===== config.mk =====
export PLATFORM = sky130hd
export DESIGN_NAME = ultrasonic_echo_ranger
export DESIGN_NICKNAME = d
export VERILOG_FILES = /design/src/design/uer_pkg.sv /design/src/design/uer_front.sv /design/src/design/uer_queue.sv /design/src/design/uer_back.sv /design/src/design/uer_dist.sv /design/src/design/ultrasonic_echo_ranger.sv
export SDC_FILE = /design/constraint.sdc
export NUM_CORES = 1
export LEC_CHECK = 0
export ABC_AREA = 1
export ABC_CLOCK_PERIOD_IN_PS = 16900
export BUFFER_PORTS_ARGS = -buffer_cell sky130_fd_sc_hd__buf_2
export CAP_MARGIN = 20
export CORE_MARGIN = 3
export CORE_UTILIZATION = 28
export DETAILED_ROUTE_END_ITERATION = 10
export PLACE_DENSITY_LB_ADDON = 0.3
export SKIP_LAST_GASP = 1
export SYNTH_ARGS = -nofsm -noshare
export SYNTH_HDL_FRONTEND = slang
export SYNTH_HIERARCHICAL = 1
export SYNTH_SLANG_ARGS = --single-unit

===== constraint.sdc =====
create_clock -name clk -period 16.9 [get_ports clk]
set_clock_uncertainty 0.15 [all_clocks]
set_input_delay 1.69 -clock clk [delete_from_list [all_inputs] [get_ports clk]]
set_output_delay 1.69 -clock clk [all_outputs]
set_load 0.01 [all_outputs]

===== src/design/uer_pkg.sv =====
// Shared types and constants for the ultrasonic echo ranger.
// Used by every module of the block; depends on nothing.
package uer_pkg;

    // Item operation codes
    localparam logic OP_TICK  = 1'b0;
    localparam logic OP_START = 1'b1;

    // Configuration register indexes
    localparam int CFG_IDX_W = 2;
    localparam logic [CFG_IDX_W-1:0] CFG_TIMEOUT   = 2'd0;
    localparam logic [CFG_IDX_W-1:0] CFG_TRIG_LOW  = 2'd1;
    localparam logic [CFG_IDX_W-1:0] CFG_TRIG_HIGH = 2'd2;
    localparam int CFG_DATA_W = 16;

    localparam int TIMEOUT_W = 16;
    localparam int TRIG_W    = 8;
    localparam int DIST_W    = 11;

    localparam logic [TIMEOUT_W-1:0] TIMEOUT_RST   = 16'd30000;
    localparam logic [TRIG_W-1:0]    TRIG_LOW_RST  = 8'd4;
    localparam logic [TRIG_W-1:0]    TRIG_HIGH_RST = 8'd10;

    // Command queue between front and back
    localparam int QUEUE_DEPTH = 2;
    localparam int QPTR_W      = 1;

    // Distance arithmetic: d = floor((c*343 + 10000) / 20000), saturating at 2047.
    // Counts at or above SAT_COUNT saturate. Below that, n = c*343 + 10000 fits
    // 26 bits, and n/20000 = (n >> 5) / 625, done as a multiply by the
    // reciprocal RECIP_625 = ceil(2^30 / 625), which is exact for n >> 5 < 2^21.
    localparam logic [31:0] SAT_COUNT  = 32'd119388;
    localparam int          SCALED_W   = 26;
    localparam int          QUOT_W     = 21;
    localparam int          PROD_W     = 42;
    localparam int          RECIP_SH   = 30;
    localparam logic [SCALED_W-1:0] SOUND_MUL  = 26'd343;
    localparam logic [SCALED_W-1:0] ROUND_ADD  = 26'd10000;
    localparam logic [QUOT_W-1:0]   RECIP_625  = 21'd1717987;
    localparam logic [DIST_W-1:0]   DIST_SAT   = 11'd2047;

    typedef struct packed {
        logic is_start;
        logic sensor_sel;
        logic echo_front;
        logic echo_back;
    } cmd_t;

    typedef struct packed {
        logic [TIMEOUT_W-1:0] timeout;
        logic [TRIG_W-1:0]    trig_low;
        logic [TRIG_W-1:0]    trig_high;
    } cfg_t;

    typedef struct packed {
        logic trig_front;
        logic trig_back;
        logic busy;
        logic done;
        logic timed_out;
    } flags_t;

endpackage


===== src/design/uer_front.sv =====
// Front stage of the ranger: registers and classifies incoming items.
// Depends on uer_pkg.
module uer_front
    import uer_pkg::*;
(
    input  logic clk,
    input  logic rst_n,
    input  logic in_valid,
    output logic in_stall,
    input  logic op,
    input  logic sensor_sel,
    input  logic echo_front,
    input  logic echo_back,
    output logic cmd_valid,
    input  logic cmd_ready,
    output cmd_t cmd
);

    logic valid_reg;
    cmd_t cmd_reg;
    logic take;

    assign take      = !valid_reg || cmd_ready;
    assign in_stall  = !take;
    assign cmd_valid = valid_reg;
    assign cmd       = cmd_reg;

    always_ff @(posedge clk or negedge rst_n)
    begin
        if (!rst_n)
        begin
            valid_reg <= 1'b0;
        end
        else if (take)
        begin
            valid_reg <= in_valid;
        end
    end

    always_ff @(posedge clk)
    begin
        if (take && in_valid)
        begin
            cmd_reg.is_start   <= (op == OP_START);
            cmd_reg.sensor_sel <= sensor_sel;
            cmd_reg.echo_front <= echo_front;
            cmd_reg.echo_back  <= echo_back;
        end
    end

endmodule


===== src/design/uer_queue.sv =====
// Short command queue between the front and back stages.
// Depends on uer_pkg.
module uer_queue
    import uer_pkg::*;
(
    input  logic clk,
    input  logic rst_n,
    input  logic in_valid,
    output logic in_ready,
    input  cmd_t in_cmd,
    output logic out_valid,
    input  logic out_ready,
    output cmd_t out_cmd
);

    cmd_t              mem_reg [QUEUE_DEPTH];
    logic [QPTR_W-1:0] wr_ptr_reg;
    logic [QPTR_W-1:0] rd_ptr_reg;
    logic [QPTR_W:0]   count_reg;
    logic [QPTR_W:0]   count_next;
    logic              push;
    logic              pop;

    assign in_ready  = (count_reg != (QPTR_W+1)'(QUEUE_DEPTH));
    assign out_valid = (count_reg != '0);
    assign out_cmd   = mem_reg[rd_ptr_reg];
    assign push      = in_valid && in_ready;
    assign pop       = out_valid && out_ready;

    always_comb
    begin
        count_next = count_reg;
        if (push && !pop)
        begin
            count_next = count_reg + 1'b1;
        end
        else if (pop && !push)
        begin
            count_next = count_reg - 1'b1;
        end
    end

    always_ff @(posedge clk or negedge rst_n)
    begin
        if (!rst_n)
        begin
            wr_ptr_reg <= '0;
            rd_ptr_reg <= '0;
            count_reg  <= '0;
        end
        else
        begin
            if (push)
            begin
                wr_ptr_reg <= wr_ptr_reg + 1'b1;
            end
            if (pop)
            begin
                rd_ptr_reg <= rd_ptr_reg + 1'b1;
            end
            count_reg <= count_next;
        end
    end

    always_ff @(posedge clk)
    begin
        if (push)
        begin
            mem_reg[wr_ptr_reg] <= in_cmd;
        end
    end

endmodule


===== src/design/uer_back.sv =====
// Back stage: the measurement sequencer, one command per cycle unless stalled.
// Depends on uer_pkg.
module uer_back
    import uer_pkg::*;
#(
    parameter int COUNT_BITS = 16
)
(
    input  logic                  clk,
    input  logic                  rst_n,
    input  logic                  cmd_valid,
    output logic                  cmd_ready,
    input  cmd_t                  cmd,
    input  cfg_t                  cfg,
    output logic                  res_valid,
    input  logic                  res_ready,
    output flags_t                res_flags,
    output logic [COUNT_BITS-1:0] res_count
);

    typedef enum logic [2:0] {
        PH_IDLE,
        PH_TRIG_LOW,
        PH_TRIG_HIGH,
        PH_WAIT_RISE,
        PH_MEASURE
    } phase_t;

    localparam logic [31:0] COUNT_MAX = 32'((64'd1 << COUNT_BITS) - 64'd1);

    phase_t                phase_reg;
    phase_t                phase_next;
    logic [COUNT_BITS-1:0] count_reg;
    logic [COUNT_BITS-1:0] count_next;
    logic                  sensor_reg;
    logic                  sensor_next;
    logic [COUNT_BITS-1:0] count_inc;
    logic [31:0]           count_ext;
    logic [31:0]           inc_ext;
    logic [TRIG_W-1:0]     high_len;
    logic                  at_limit;
    logic                  echo;
    logic                  fire;
    logic                  done;
    logic                  timed_out;
    logic                  trig;

    assign fire      = cmd_valid && res_ready;
    assign cmd_ready = res_ready;
    assign res_valid = cmd_valid;

    assign count_inc = count_reg + 1'b1;
    assign count_ext = 32'(count_reg);
    assign inc_ext   = 32'(count_inc);
    assign high_len  = (cfg.trig_high == '0) ? TRIG_W'(1) : cfg.trig_high;
    // Limit is the timeout capped at the largest count the counter can hold.
    assign at_limit  = (count_ext >= 32'(cfg.timeout)) || (count_ext >= COUNT_MAX);
    assign echo      = sensor_reg ? cmd.echo_front : cmd.echo_back;

    always_comb
    begin
        phase_next  = phase_reg;
        count_next  = count_reg;
        sensor_next = sensor_reg;
        done        = 1'b0;
        timed_out   = 1'b0;
        if (cmd.is_start)
        begin
            if (phase_reg == PH_IDLE)
            begin
                sensor_next = cmd.sensor_sel;
                count_next  = '0;
                phase_next  = (cfg.trig_low == '0) ? PH_TRIG_HIGH : PH_TRIG_LOW;
            end
        end
        else
        begin
            case (phase_reg)
                PH_IDLE:
                begin
                    phase_next = PH_IDLE;
                end
                PH_TRIG_LOW:
                begin
                    count_next = count_inc;
                    if (inc_ext >= 32'(cfg.trig_low))
                    begin
                        count_next = '0;
                        phase_next = PH_TRIG_HIGH;
                    end
                end
                PH_TRIG_HIGH:
                begin
                    count_next = count_inc;
                    if (inc_ext >= 32'(high_len))
                    begin
                        count_next = '0;
                        phase_next = PH_WAIT_RISE;
                    end
                end
                PH_WAIT_RISE:
                begin
                    if (echo)
                    begin
                        count_next = COUNT_BITS'(1);
                        phase_next = PH_MEASURE;
                    end
                    else if (at_limit)
                    begin
                        done      = 1'b1;
                        timed_out = 1'b1;
                    end
                    else
                    begin
                        count_next = count_inc;
                    end
                end
                PH_MEASURE:
                begin
                    if (!echo)
                    begin
                        done = 1'b1;
                    end
                    else if (at_limit)
                    begin
                        done      = 1'b1;
                        timed_out = 1'b1;
                    end
                    else
                    begin
                        count_next = count_inc;
                    end
                end
                default:
                begin
                    phase_next = PH_IDLE;
                end
            endcase
            if (done)
            begin
                phase_next = PH_IDLE;
                count_next = '0;
            end
        end
    end

    // The count is passed on before it is cleared, so the distance stage
    // sees the pulse length of the finished measurement.
    assign trig                 = (phase_next == PH_TRIG_HIGH);
    assign res_flags.trig_front = sensor_next && trig;
    assign res_flags.trig_back  = !sensor_next && trig;
    assign res_flags.busy       = (phase_next != PH_IDLE);
    assign res_flags.done       = done;
    assign res_flags.timed_out  = timed_out;
    assign res_count            = count_reg;

    always_ff @(posedge clk or negedge rst_n)
    begin
        if (!rst_n)
        begin
            phase_reg  <= PH_IDLE;
            count_reg  <= '0;
            sensor_reg <= 1'b0;
        end
        else if (fire)
        begin
            phase_reg  <= phase_next;
            count_reg  <= count_next;
            sensor_reg <= sensor_next;
        end
    end

`ifndef SYNTH
    assert property (@(posedge clk) disable iff (!rst_n)
        fire && timed_out |-> done)
        else $error("timeout flagged without a finished measurement");

    assert property (@(posedge clk) disable iff (!rst_n)
        fire && done |-> (phase_reg == PH_WAIT_RISE || phase_reg == PH_MEASURE))
        else $error("measurement finished outside a waiting phase");

    assert property (@(posedge clk) disable iff (!rst_n)
        fire && cmd.is_start && phase_reg != PH_IDLE |=> $stable(sensor_reg))
        else $error("start while busy changed the chosen sensor");

    assert property (@(posedge clk) disable iff (!rst_n)
        phase_reg == PH_IDLE |-> count_reg == '0)
        else $error("tick count not cleared in idle");
`endif

endmodule


===== src/design/uer_dist.sv =====
// Result pipeline of the ranger: distance arithmetic and the output register.
// Depends on uer_pkg.
module uer_dist
    import uer_pkg::*;
#(
    parameter int COUNT_BITS = 16
)
(
    input  logic                  clk,
    input  logic                  rst_n,
    input  logic                  res_valid,
    output logic                  res_ready,
    input  flags_t                res_flags,
    input  logic [COUNT_BITS-1:0] res_count,
    output logic                  out_valid,
    input  logic                  out_stall,
    output logic                  trig_front,
    output logic                  trig_back,
    output logic                  busy_res,
    output logic                  done_res,
    output logic                  timed_out,
    output logic [DIST_W-1:0]     distance_cm
);

    // Stage 0: sequencer result
    logic                  s0_valid_reg;
    flags_t                s0_flags_reg;
    logic [COUNT_BITS-1:0] s0_count_reg;
    // Stage 1: scaled count
    logic                  s1_valid_reg;
    flags_t                s1_flags_reg;
    logic                  s1_sat_reg;
    logic [SCALED_W-1:0]   s1_scaled_reg;
    // Stage 2: reciprocal product
    logic                  s2_valid_reg;
    flags_t                s2_flags_reg;
    logic                  s2_sat_reg;
    logic [PROD_W-1:0]     s2_prod_reg;
    // Output register
    logic                  out_valid_reg;
    flags_t                out_flags_reg;
    logic [DIST_W-1:0]     out_dist_reg;

    logic                  out_take;
    logic                  s2_take;
    logic                  s1_take;
    logic                  s0_take;
    logic [31:0]           count_ext;
    logic [SCALED_W-1:0]   scaled_next;
    logic [DIST_W-1:0]     dist_next;

    assign out_take  = !out_valid_reg || !out_stall;
    assign s2_take   = !s2_valid_reg || out_take;
    assign s1_take   = !s1_valid_reg || s2_take;
    assign s0_take   = !s0_valid_reg || s1_take;
    assign res_ready = s0_take;

    assign count_ext   = 32'(s0_count_reg);
    assign scaled_next = SCALED_W'(count_ext[16:0]) * SOUND_MUL + ROUND_ADD;

    always_comb
    begin
        if (!s2_flags_reg.done || s2_flags_reg.timed_out)
        begin
            dist_next = '0;
        end
        else if (s2_sat_reg)
        begin
            dist_next = DIST_SAT;
        end
        else
        begin
            dist_next = s2_prod_reg[RECIP_SH +: DIST_W];
        end
    end

    always_ff @(posedge clk or negedge rst_n)
    begin
        if (!rst_n)
        begin
            s0_valid_reg  <= 1'b0;
            s1_valid_reg  <= 1'b0;
            s2_valid_reg  <= 1'b0;
            out_valid_reg <= 1'b0;
        end
        else
        begin
            if (s0_take)
            begin
                s0_valid_reg <= res_valid;
            end
            if (s1_take)
            begin
                s1_valid_reg <= s0_valid_reg;
            end
            if (s2_take)
            begin
                s2_valid_reg <= s1_valid_reg;
            end
            if (out_take)
            begin
                out_valid_reg <= s2_valid_reg;
            end
        end
    end

    always_ff @(posedge clk)
    begin
        if (s0_take && res_valid)
        begin
            s0_flags_reg <= res_flags;
            s0_count_reg <= res_count;
        end
        if (s1_take && s0_valid_reg)
        begin
            s1_flags_reg  <= s0_flags_reg;
            s1_sat_reg    <= (count_ext >= SAT_COUNT);
            s1_scaled_reg <= scaled_next;
        end
        if (s2_take && s1_valid_reg)
        begin
            s2_flags_reg <= s1_flags_reg;
            s2_sat_reg   <= s1_sat_reg;
            s2_prod_reg  <= PROD_W'(s1_scaled_reg[SCALED_W-1:5]) * PROD_W'(RECIP_625);
        end
        if (out_take && s2_valid_reg)
        begin
            out_flags_reg <= s2_flags_reg;
            out_dist_reg  <= dist_next;
        end
    end

    assign out_valid   = out_valid_reg;
    assign trig_front  = out_flags_reg.trig_front;
    assign trig_back   = out_flags_reg.trig_back;
    assign busy_res    = out_flags_reg.busy;
    assign done_res    = out_flags_reg.done;
    assign timed_out   = out_flags_reg.timed_out;
    assign distance_cm = out_dist_reg;

endmodule


===== src/design/ultrasonic_echo_ranger.sv =====
// Ultrasonic echo ranger top level: front stage, command queue, sequencer, result pipeline.
// Items pass the front register, queue, sequencer, stages 0 to 2 and output register.
// Throughput: one item per cycle while out_stall stays low, set by the back stage sequencer.
// Reset (rst_n, asynchronous, active low) empties all stages and the queue, puts the
// sequencer in idle with the back sensor chosen, and restores the register defaults.
// Depends on uer_pkg, uer_front, uer_queue, uer_back and uer_dist.
module ultrasonic_echo_ranger
    import uer_pkg::*;
#(
    parameter int COUNT_BITS = 16
)
(
    input  logic                  clk,
    input  logic                  rst_n,
    // Input item channel
    input  logic                  in_valid,
    output logic                  in_stall,
    input  logic                  op,
    input  logic                  sensor_sel,
    input  logic                  echo_front,
    input  logic                  echo_back,
    // Result channel
    output logic                  out_valid,
    input  logic                  out_stall,
    output logic                  trig_front,
    output logic                  trig_back,
    output logic                  busy_res,
    output logic                  done_res,
    output logic                  timed_out,
    output logic [DIST_W-1:0]     distance_cm,
    // Configuration write channel
    input  logic                  cfg_valid,
    output logic                  cfg_ready,
    input  logic [CFG_IDX_W-1:0]  cfg_index,
    input  logic [CFG_DATA_W-1:0] cfg_data
);

    // The configuration registers. Writes are always taken; an index beyond
    // the register list completes its transfer and changes nothing. The user must
    // write only while the block is idle, which the block does not enforce.
    cfg_t cfg_reg;

    // Front to queue, and queue to sequencer
    logic   front_valid;
    logic   front_ready;
    cmd_t   front_cmd;
    logic   q_valid;
    logic   q_ready;
    cmd_t   q_cmd;

    // Sequencer to result pipeline
    logic                  res_valid;
    logic                  res_ready;
    flags_t                res_flags;
    logic [COUNT_BITS-1:0] res_count;

    assign cfg_ready = 1'b1;

    always_ff @(posedge clk or negedge rst_n)
    begin
        if (!rst_n)
        begin
            cfg_reg.timeout   <= TIMEOUT_RST;
            cfg_reg.trig_low  <= TRIG_LOW_RST;
            cfg_reg.trig_high <= TRIG_HIGH_RST;
        end
        else if (cfg_valid && cfg_ready)
        begin
            case (cfg_index)
                CFG_TIMEOUT:
                begin
                    cfg_reg.timeout <= cfg_data[TIMEOUT_W-1:0];
                end
                CFG_TRIG_LOW:
                begin
                    cfg_reg.trig_low <= cfg_data[TRIG_W-1:0];
                end
                CFG_TRIG_HIGH:
                begin
                    cfg_reg.trig_high <= cfg_data[TRIG_W-1:0];
                end
                default:
                begin
                    cfg_reg <= cfg_reg;
                end
            endcase
        end
    end

    // The front stage registers each item and marks it as a tick or a start.
    uer_front u_front (
        .clk        (clk),
        .rst_n      (rst_n),
        .in_valid   (in_valid),
        .in_stall   (in_stall),
        .op         (op),
        .sensor_sel (sensor_sel),
        .echo_front (echo_front),
        .echo_back  (echo_back),
        .cmd_valid  (front_valid),
        .cmd_ready  (front_ready),
        .cmd        (front_cmd)
    );

    // The queue's ready comes from its own fill count, so a stall on the
    // result side never reaches the input channel in the same cycle.
    uer_queue u_queue (
        .clk       (clk),
        .rst_n     (rst_n),
        .in_valid  (front_valid),
        .in_ready  (front_ready),
        .in_cmd    (front_cmd),
        .out_valid (q_valid),
        .out_ready (q_ready),
        .out_cmd   (q_cmd)
    );

    // The sequencer steps the trigger, echo-wait and measuring phases, one
    // command per cycle unless stalled, and hands the flags and pulse length onwards.
    uer_back #(
        .COUNT_BITS (COUNT_BITS)
    ) u_back (
        .clk       (clk),
        .rst_n     (rst_n),
        .cmd_valid (q_valid),
        .cmd_ready (q_ready),
        .cmd       (q_cmd),
        .cfg       (cfg_reg),
        .res_valid (res_valid),
        .res_ready (res_ready),
        .res_flags (res_flags),
        .res_count (res_count)
    );

    // The result pipeline turns the pulse length into centimetres with a
    // multiply, then a reciprocal multiply, and holds the finished result
    // in the output register until the transfer completes.
    uer_dist #(
        .COUNT_BITS (COUNT_BITS)
    ) u_dist (
        .clk         (clk),
        .rst_n       (rst_n),
        .res_valid   (res_valid),
        .res_ready   (res_ready),
        .res_flags   (res_flags),
        .res_count   (res_count),
        .out_valid   (out_valid),
        .out_stall   (out_stall),
        .trig_front  (trig_front),
        .trig_back   (trig_back),
        .busy_res    (busy_res),
        .done_res    (done_res),
        .timed_out   (timed_out),
        .distance_cm (distance_cm)
    );

endmodule

Word-level counts from Yosys, hierarchy flattened

Memory sizes are Yosys's and may differ from the RTL's.
Cells that the tools add are included.

Memories kept: 1
Memory bits (writable): 8
Register bits after elaboration: 181
Output and inout bits: 19
Input bits: 27
Logic and storage cells: 141

Equal/unequal tests: 10
$lt $le $gt $ge: 5
Multiply operators: 2
Reduce and logical (&&, ||, !) cells: 40
Mux-type cells: 33
Add/subtract/negate cells: 6

Memory list:

| name            | depth | bits a word | rd ports | clocked after memory_dff | write ports | line            | RTL |
|---|---|---|---|---|---|---|---|
| u_queue.mem_reg | 2     | 4           | 1        | 0                        | 1           | uer_queue.sv:16 | `cmd_t mem_reg [QUEUE_DEPTH];` |

Operator list:

| operator                                                            | number |
|---|---|
| 2-to-1 mux 16 bit                                                   | 8 |
| one-hot mux 16 bit (4 select lines)                                 | 1 |
| multiplier 21 x 21 -> 41 bit, second input constant                 | 1 |
| greater-or-equal comparator 16 x 8 -> 1 bit                         | 2 |
| adder 26 x 14 -> 26 bit, second input constant                      | 1 |
| multiplier 16 x 9 -> 25 bit, second input constant                  | 1 |
| 2-to-1 mux 3 bit                                                    | 6 |
| greater-or-equal comparator 16 x 17 -> 1 bit, second input constant | 1 |
| adder 16 x 1 -> 16 bit, second input constant                       | 1 |
| greater-or-equal comparator 16 bit                                  | 1 |
| greater-or-equal comparator 16 bit, second input constant           | 1 |
| zero test 8 bit                                                     | 2 |
| one-hot mux 3 bit (4 select lines)                                  | 1 |
| zero test 1 bit                                                     | 11 |
| 2-to-1 mux 11 bit                                                   | 1 |
| logical AND 1 bit                                                   | 10 |
| 2-to-1 mux 1 bit                                                    | 10 |
| == test 3 x 2 -> 1 bit, second input constant                       | 3 |
| 2-to-1 mux 8 bit                                                    | 1 |
| logical OR 1 bit                                                    | 7 |
| 2-to-1 mux 2 bit                                                    | 3 |
| AND reduction 2 bit                                                 | 3 |
| nonzero test 6 bit                                                  | 1 |
| inequality test 4 x 2 -> 1 bit, second input constant               | 1 |
| 15 further kinds                                                    | 18 |

Depth between registers and ports, before layout

Gate-level depths: netlist (run 1).

Word-level depth: 10
Depth in mapped cells: 28
Depth with buffers taken out: 28

Hierarchy

Netlist (run 1), hierarchy kept.

By module, submodules not included:

| module                 | times used | cells an instance | seq. area each (sq um) | area each (sq um) |
|---|---|---|---|---|
| uer_dist               | 1          | 1510              | 2472.4                 | 14338.8 |
| uer_back               | 1          | 448               | 500.5                  | 2787.7 |
| ultrasonic_echo_ranger | 1          | 144               | 813.3                  | 1373.8 |
| uer_queue              | 1          | 49                | 340.3                  | 530.5 |
| uer_front              | 1          | 11                | 145.1                  | 177.7 |

Worst setup path after synthesis (run 1)

Ideal clock, no wire load.

Kind: reg-to-reg
Start: register u_dist.s1_scaled_reg[12]
End: register u_dist.s2_prod_reg[40], data pin
Library setup time: 0.252 ns
Buffers on the path: 0
Setup slack: 11.395 ns
Required time: 16.498 ns
Stages on the path, launching flop included: 24
Period minus slack after synthesis: 5.505 ns
Arrival time: 5.103 ns
Cell sequence: edfxtp_1 ha_1 xnor2_1 inv_1 ha_1 a21oi_1 fa_1 fa_1 inv_1 fa_1 fa_1 inv_1 fa_1 inv_1 ha_1 nand2_1 nor2_1 nand2_1 nor4_1 nand2_1 nand2_1 nand2_1 nand3_1 nand2_1

Word-level cells in the longest chain between the ends: 1

RTL lines:

| element                      | line            | RTL |
|---|---|---|
| start, declared              | uer_dist.sv:33  | `logic [SCALED_W-1:0] s1_scaled_reg;` |
| start signal, assigned       | uer_dist.sv:118 | `s1_scaled_reg <= scaled_next;` |
| multiplier 21 x 21 -> 41 bit | uer_dist.sv:124 | `s2_prod_reg <= PROD_W'(s1_scaled_reg[SCALED_W-1:5]) * PROD_W'(RECIP_625);` |
| end signal, assigned         | uer_dist.sv:124 |  |
| end, declared                | uer_dist.sv:38  | `logic [PROD_W-1:0] s2_prod_reg;` |

Every way passes these cells.
A chain may end at the register's enable or synchronous reset.

Worst setup path after layout (run 1)

Start: register u_dist.s1_scaled_reg[6]
End: register u_dist.s2_prod_reg[40], data pin

The elaborated chain is that of the path after synthesis.

==> impl_metrics.ini, run 1 <==
[synth]
ys_seq_elements = 152
synth_area_um2 = 19210
async_flop_share_pct = 40.13
ys.flop_type = edfxtp_1
syn_inst = 2162
syn-num-nets = 2713
synth_enable_flop_cells = 91
synth_seq_area_share_pct = 22.24
syn_area_per_cell_um2 = 8.885
yosysWarningCount = 6
synth.distinct_cells = 55

[detailed_routing]
drt-initial-drc-count = 693
wire_per_inst_um = 15.76
drt-pass1-iter-count = 5
drc = 0
route.vias.total = 14084
antenna_left = 0
wl_um = 48810
via_per_inst = 4.548

[finish]
nets = 2762
num_antenna_cells = 0
fin_cells = 3097
area_growth_pct = 9.438
final_cell_mix = inv_1 (503), nand2_1 (363), ha_1 (313)
largest_reg_flops = 32
final_common_cell = inv_1
layout-drive-gt1-share_pct = 7.689

[cts]
cts_tree = done
htree_levels = 4
cts_resized = 0
cts-root-buf = clkbuf_16
clkTransAtPathRegs_ps = 70
cts_buffer_depth = 2
cts-hold-fix-buffers = 0
clock_sinks = 152
postCtsSetupBuffers = 0
cts_buffers = 17
clk_latency_ps = 450

[setup_path]
worstReg2RegStart = u_dist/s1_scaled_reg[6]
crit_fanout = 5
slowest_stage = fa_1
arrival_ps = 6180
cp-start-kind = flip-flop
crit_buf_inv = 4
required_ps = 16960
r2r_slack_ps = 10770
crit_type = flip-flop to flip-flop
cp_cell_sequence = ha_1, fa_1, inv_1, fa_1, inv_1, fa_1, fa_1, fa_1, inv_1, fa_1, inv_1, ha_1, nand2_1, nor2_1, nand2_1, nor4_1, nand2_1, nand2_1, nand2_1, nand3_1, nand2_1
path_delay_family = adder cells
critPathCaptureType = flip-flop
slowest_delay_ps = 570
r2r_end = u_dist/s2_prod_reg[40]
reg2regPathDepth = 21

[placed_design]
dpl.hpwl_um = 41890
dp.cells = 3063
gp_congestion = 0.9059
numPortBuffers = 44

[min_path]
whs_path_depth = 0
min_from = u_dist/s0_flags_reg[4]
hold_path_class = flip-flop to flip-flop
whs_endpoint = u_dist/s1_flags_reg[4]

[flow_run]
max_cap_violations = 0

[status]
status = complete, no violations

[timing]
grt_setup_unrepaired = no
relSlewSlack_pct = 44.89
fin_crit_ps = 6126
finalHoldViolCount = 0
setup-tns-final_ps = 0
tightest_slew_ps = 826.7
max_clock_freq_mhz = 163.2
drv_slew = 0
setup_viol = 0
fin_crit_sh_pct = 36.25

[floorplan]
rows = 95
die_w_um = 267.9
coreArea_um2 = 67510
die_h_um = 267.9
num_io_pins = 46
start_util_pct = 28.45
design.die.area_um2 = 71780

[global_routing]
gr-usage-all-layers_pct = 14.30
grt_pass1_wl_um = 80720
grt_max_degree = 62
grt_pass1_vias = 15077
grt_antenna_before_repair = 0
grt_overflow_total = 0
[per-layer routing]
layer | GRT usage (%) | vias to the layer above | share of wire [%]
met5 | 0 | - | 0
met4 | 3.994 | 0 | 2.3
met3 | 1.795 | 61 | 2.8
met2 | 24.71 | 260 | 48
met1 | 18.86 | 6826 | 47
li1 | - | 6937 | -
[cells by family (layout without fill, tap and decap cells)]
kind of cell	after synthesis	count (layout)	share of synthesized area, %
compound gates	226	226	6.781
simple gates	674	674	15.59
flops	152	152	22.24
buf+inv	541	603	10.94
other cells	1	1	0.01952
xor+xnor	44	44	2.045
fa+ha+maj	524	524	42.38
[worst reg2reg max path, cell delays in order, from the launching register on]
cell	delay [ps]
edfxtp_1	540
ha_1	460
fa_1	570
inv_1	80
fa_1	510
inv_1	60
fa_1	510
fa_1	520
fa_1	550
inv_1	50
fa_1	500
inv_1	40
ha_1	300
nand2_1	100
nor2_1	220
nand2_1	100
nor4_1	180
nand2_1	90
nand2_1	150
nand2_1	90
nand3_1	80
nand2_1	60
[worst max path at each step]
stage                        startpoint                     end  slack (ps)  depth (start not counted)
3_5_place_dp    u_dist/s1_scaled_reg[6]  u_dist/s2_prod_reg[40]       10790                         21
5_1_grt        u_dist/s1_scaled_reg[13]  u_dist/s2_prod_reg[40]       10350                         24
3_3_place_gp    u_dist/s1_scaled_reg[6]  u_dist/s2_prod_reg[40]       10740                         21
4_1_cts         u_dist/s1_scaled_reg[6]  u_dist/s2_prod_reg[40]       10770                         21
6_report        u_dist/s1_scaled_reg[6]  u_dist/s2_prod_reg[40]       10770                         21
2_1_floorplan  u_dist/s1_scaled_reg[12]  u_dist/s2_prod_reg[40]       11390                         23
[Yosys cell counts (all sizes together), types with 3 or more instances]
master / count / share of area [%]
inv: 520 / 10
nand2: 378 / 7.7
ha: 313 / 20
fa: 211 / 22
nor2: 148 / 3.2
a21oi: 98 / 2.7
edfxtp: 91 / 14
nand3: 85 / 2.4
o21ai: 78 / 2.1
dfrtp: 51 / 6.6
nand4: 35 / 1.2
xor2: 27 / 1.3
buf: 17 / 0.70
xnor2: 17 / 0.78
nor3: 14 / 0.42
dfstp: 10 / 1.4
a31oi: 9 / 0.29
a21o: 8 / 0.31
nor4: 8 / 0.33
o211ai: 7 / 0.27
o31ai: 7 / 0.27
o21a: 6 / 0.23
o21bai: 5 / 0.21
a211oi: 3 / 0.12
[layout make-up]
class                      instances  area [um2]
sequential                       152        4272
clock inverter                    11       100.1
tap                              873        1092
clock buffer                      21       483.0
fill                            7139       46490
timing repair buffer              49       270.3
multi-input combinational       1469       12840
inverter                         522        1961
[per-stage QoR]
| step | hold slack (ps) | setup slack, ps | utilization [%] | instance area [um2] |
|---|---|---|---|---|
| floorplan | 250.3 | 11390 | - | 19210 |
| global placement | 258.5 | 10740 | 30.22 | 20400 |
| detailed placement | 255.2 | 10790 | 30.23 | 20410 |
| CTS | 276.0 | 10770 | 31.09 | 20990 |
| global route | 285.3 | 10350 | 31.14 | 21020 |
| finish | 275.4 | 10770 | 31.14 | 21020 |
Power of run 1 is not shown: default switching activity piles up to over one toggle a cycle in this logic, so the estimate is an artifact.
==> run 2, diff against run 1 <==
--- a/config.mk
+++ b/config.mk
@@ -6,7 +6,7 @@
 export NUM_CORES = 1
 export LEC_CHECK = 0
 export ABC_AREA = 1
-export ABC_CLOCK_PERIOD_IN_PS = 16900
+export ABC_CLOCK_PERIOD_IN_PS = 6400
 export BUFFER_PORTS_ARGS = -buffer_cell sky130_fd_sc_hd__buf_2
 export CAP_MARGIN = 20
 export CORE_MARGIN = 3
==> constraint.sdc (replaced) <==
create_clock -name clk -period 6.4 [get_ports clk]
set_clock_uncertainty 0.15 [all_clocks]
set_input_delay 0.64 -clock clk [delete_from_list [all_inputs] [get_ports clk]]
set_output_delay 0.64 -clock clk [all_outputs]
set_load 0.01 [all_outputs]
==> impl_metrics.ini, run 2 (synthesis gave the netlist of run 1 again) <==
[status]
status = complete, no violations

[flow_run]
max_cap_violations = 0

[setup_path]
cp-start-kind = flip-flop
required_ps = 6450
cpMostUsedCell = fa_1
slowest_stage = fa_1
crit_type = flip-flop to flip-flop
critPathCaptureType = flip-flop
r2r_end = u_dist/s2_prod_reg[36]
crit_buf_inv = 2
slowest_delay_ps = 580
cp_cell_sequence = ha_1, xor2_1, ha_1, fa_1, fa_1, fa_1, fa_1, inv_1, fa_1, inv_1, ha_1, nand2_1, nor2_1, nand2_1, nor3_1, nand4_2, nand4_1, nand2_1
reg2regPathDepth = 18
arrival_ps = 6230
path_delay_family = adder cells
worstReg2RegStart = u_dist/s1_scaled_reg[10]
crit_fanout = 7
r2r_slack_ps = 220

[timing]
setup_viol = 0
tightest_slew_ps = 822.1
max_clock_freq_mhz = 161.8
relSlewSlack_pct = 45.19
finalHoldViolCount = 0
fin_crit_sh_pct = 96.55
drv_slew = 0
grt_setup_unrepaired = yes
fin_crit_ps = 6179

[finish]
num_antenna_cells = 0
layout-drive-gt1-share_pct = 8.382
final_common_cell = inv_1
fin_util_pct = 31.27
largest_reg_flops = 32
nets = 2769
area_growth_pct = 9.908
final_cell_mix = inv_1 (501), nand2_1 (363), ha_1 (308)

[detailed_routing]
route.vias.total = 13996
drc = 0
drt-initial-drc-count = 697
via_per_inst = 4.509
wire_per_inst_um = 15.59
wl_um = 48400
drt-pass1-iter-count = 5
antenna_left = 0

[placed_design]
dpl.hpwl_um = 41680
gp_congestion = 0.9324
numPortBuffers = 44

[floorplan]
rows = 95
num_io_pins = 46
design.die.area_um2 = 71780
die_w_um = 267.9
start_util_pct = 28.45
coreArea_um2 = 67510
die_h_um = 267.9

[global_routing]
gr-usage-all-layers_pct = 14.11
grt_max_degree = 62
grt_pass1_vias = 14946
grt_overflow_total = 0
grt_antenna_before_repair = 0
grt_pass1_wl_um = 79760

[cts]
clock_sinks = 152
clkTransAtPathRegs_ps = 70
htree_levels = 4
cts-hold-fix-buffers = 0
clk_latency_ps = 450
cts_buffers = 17
cts-root-buf = clkbuf_16
cts_buffer_depth = 2
cts_tree = done

[min_path]
hold_path_class = input pin to asynchronous set/reset pin
[run 2: changes by cell type in the layout (fill, tap and decap cells not counted), moves of 2 or more]
cell	before	now
buf_4	2	9
ha_1	313	308
ha_2	0	3
clkbuf_16	19	17
ha_4	0	2
inv_1	503	501
inv_2	17	19
[run 2: cell type report]
class	count	area, um2
Clock inverter	14	156.4
Sequential cell	152	4272
Timing Repair Buffer	56	322.8
Inverter	522	1961
Multi-Input combinational cell	1469	12880
Tap cell	873	1092
Fill cell	7076	46400
Clock buffer	18	429.2
[run 2: through the flow]
stage / std cells / setup WS [ps] / hold slack (ps) / cell area (um2) / setup TNS [ps]
4_1_cts: 3096 / 163.6 / 168.8 / 21000 / 0
6_report: 3104 / 220.8 / 204.1 / 21110 / 0
3_3_place_gp: 3063 / 93.57 / 260.3 / 20410 / 0
2_1_floorplan: 2162 / 894.8 / 194.4 / 19210 / 0
5_1_grt: 3104 / -2.141 / 171.2 / 21110 / -3.195
3_5_place_dp: 3064 / 192.7 / 256.5 / 20420 / 0
[run 2: per-layer routing]
layer  vias to the layer above  wire length (um)  GRT usage (%)
met1                      6788             22850          18.52
met5                         -                 0              0
met4                         0               870          3.375
li1                       6953                 -              -
met3                        53              1275          2.069
met2                       202             23400          24.51
[run 2: worst register-to-register path, stage by stage (launching register included)]
cell	delay (ps)
edfxtp_1	530
ha_1	510
xor2_1	370
ha_1	330
fa_1	440
fa_1	580
fa_1	440
fa_1	550
inv_1	50
fa_1	500
inv_1	40
ha_1	310
nand2_1	100
nor2_1	210
nand2_1	110
nor3_1	280
nand4_2	200
nand4_1	140
nand2_1	100
[run 2: worst max-delay path by stage]
stage	endpoint	slack (ps)	cells after the start	from
2_1_floorplan	u_dist/s2_prod_reg[40]	890	23	u_dist/s1_scaled_reg[12]
3_3_place_gp	u_dist/s2_prod_reg[36]	90	19	u_dist/s1_scaled_reg[15]
3_5_place_dp	u_dist/s2_prod_reg[36]	190	19	u_dist/s1_scaled_reg[14]
4_1_cts	u_dist/s2_prod_reg[36]	160	19	u_dist/s1_scaled_reg[14]
5_1_grt	u_dist/s2_prod_reg[40]	-2	25	u_dist/s1_scaled_reg[13]
6_report	u_dist/s2_prod_reg[36]	220	18	u_dist/s1_scaled_reg[10]
[run 2: repair_timing]
action,in CTS,in global routing
setup buffers,0,6
endpoints found under the setup margin,0,4
gates resized for setup,0,8
Power of run 2 is left out for the same reason.
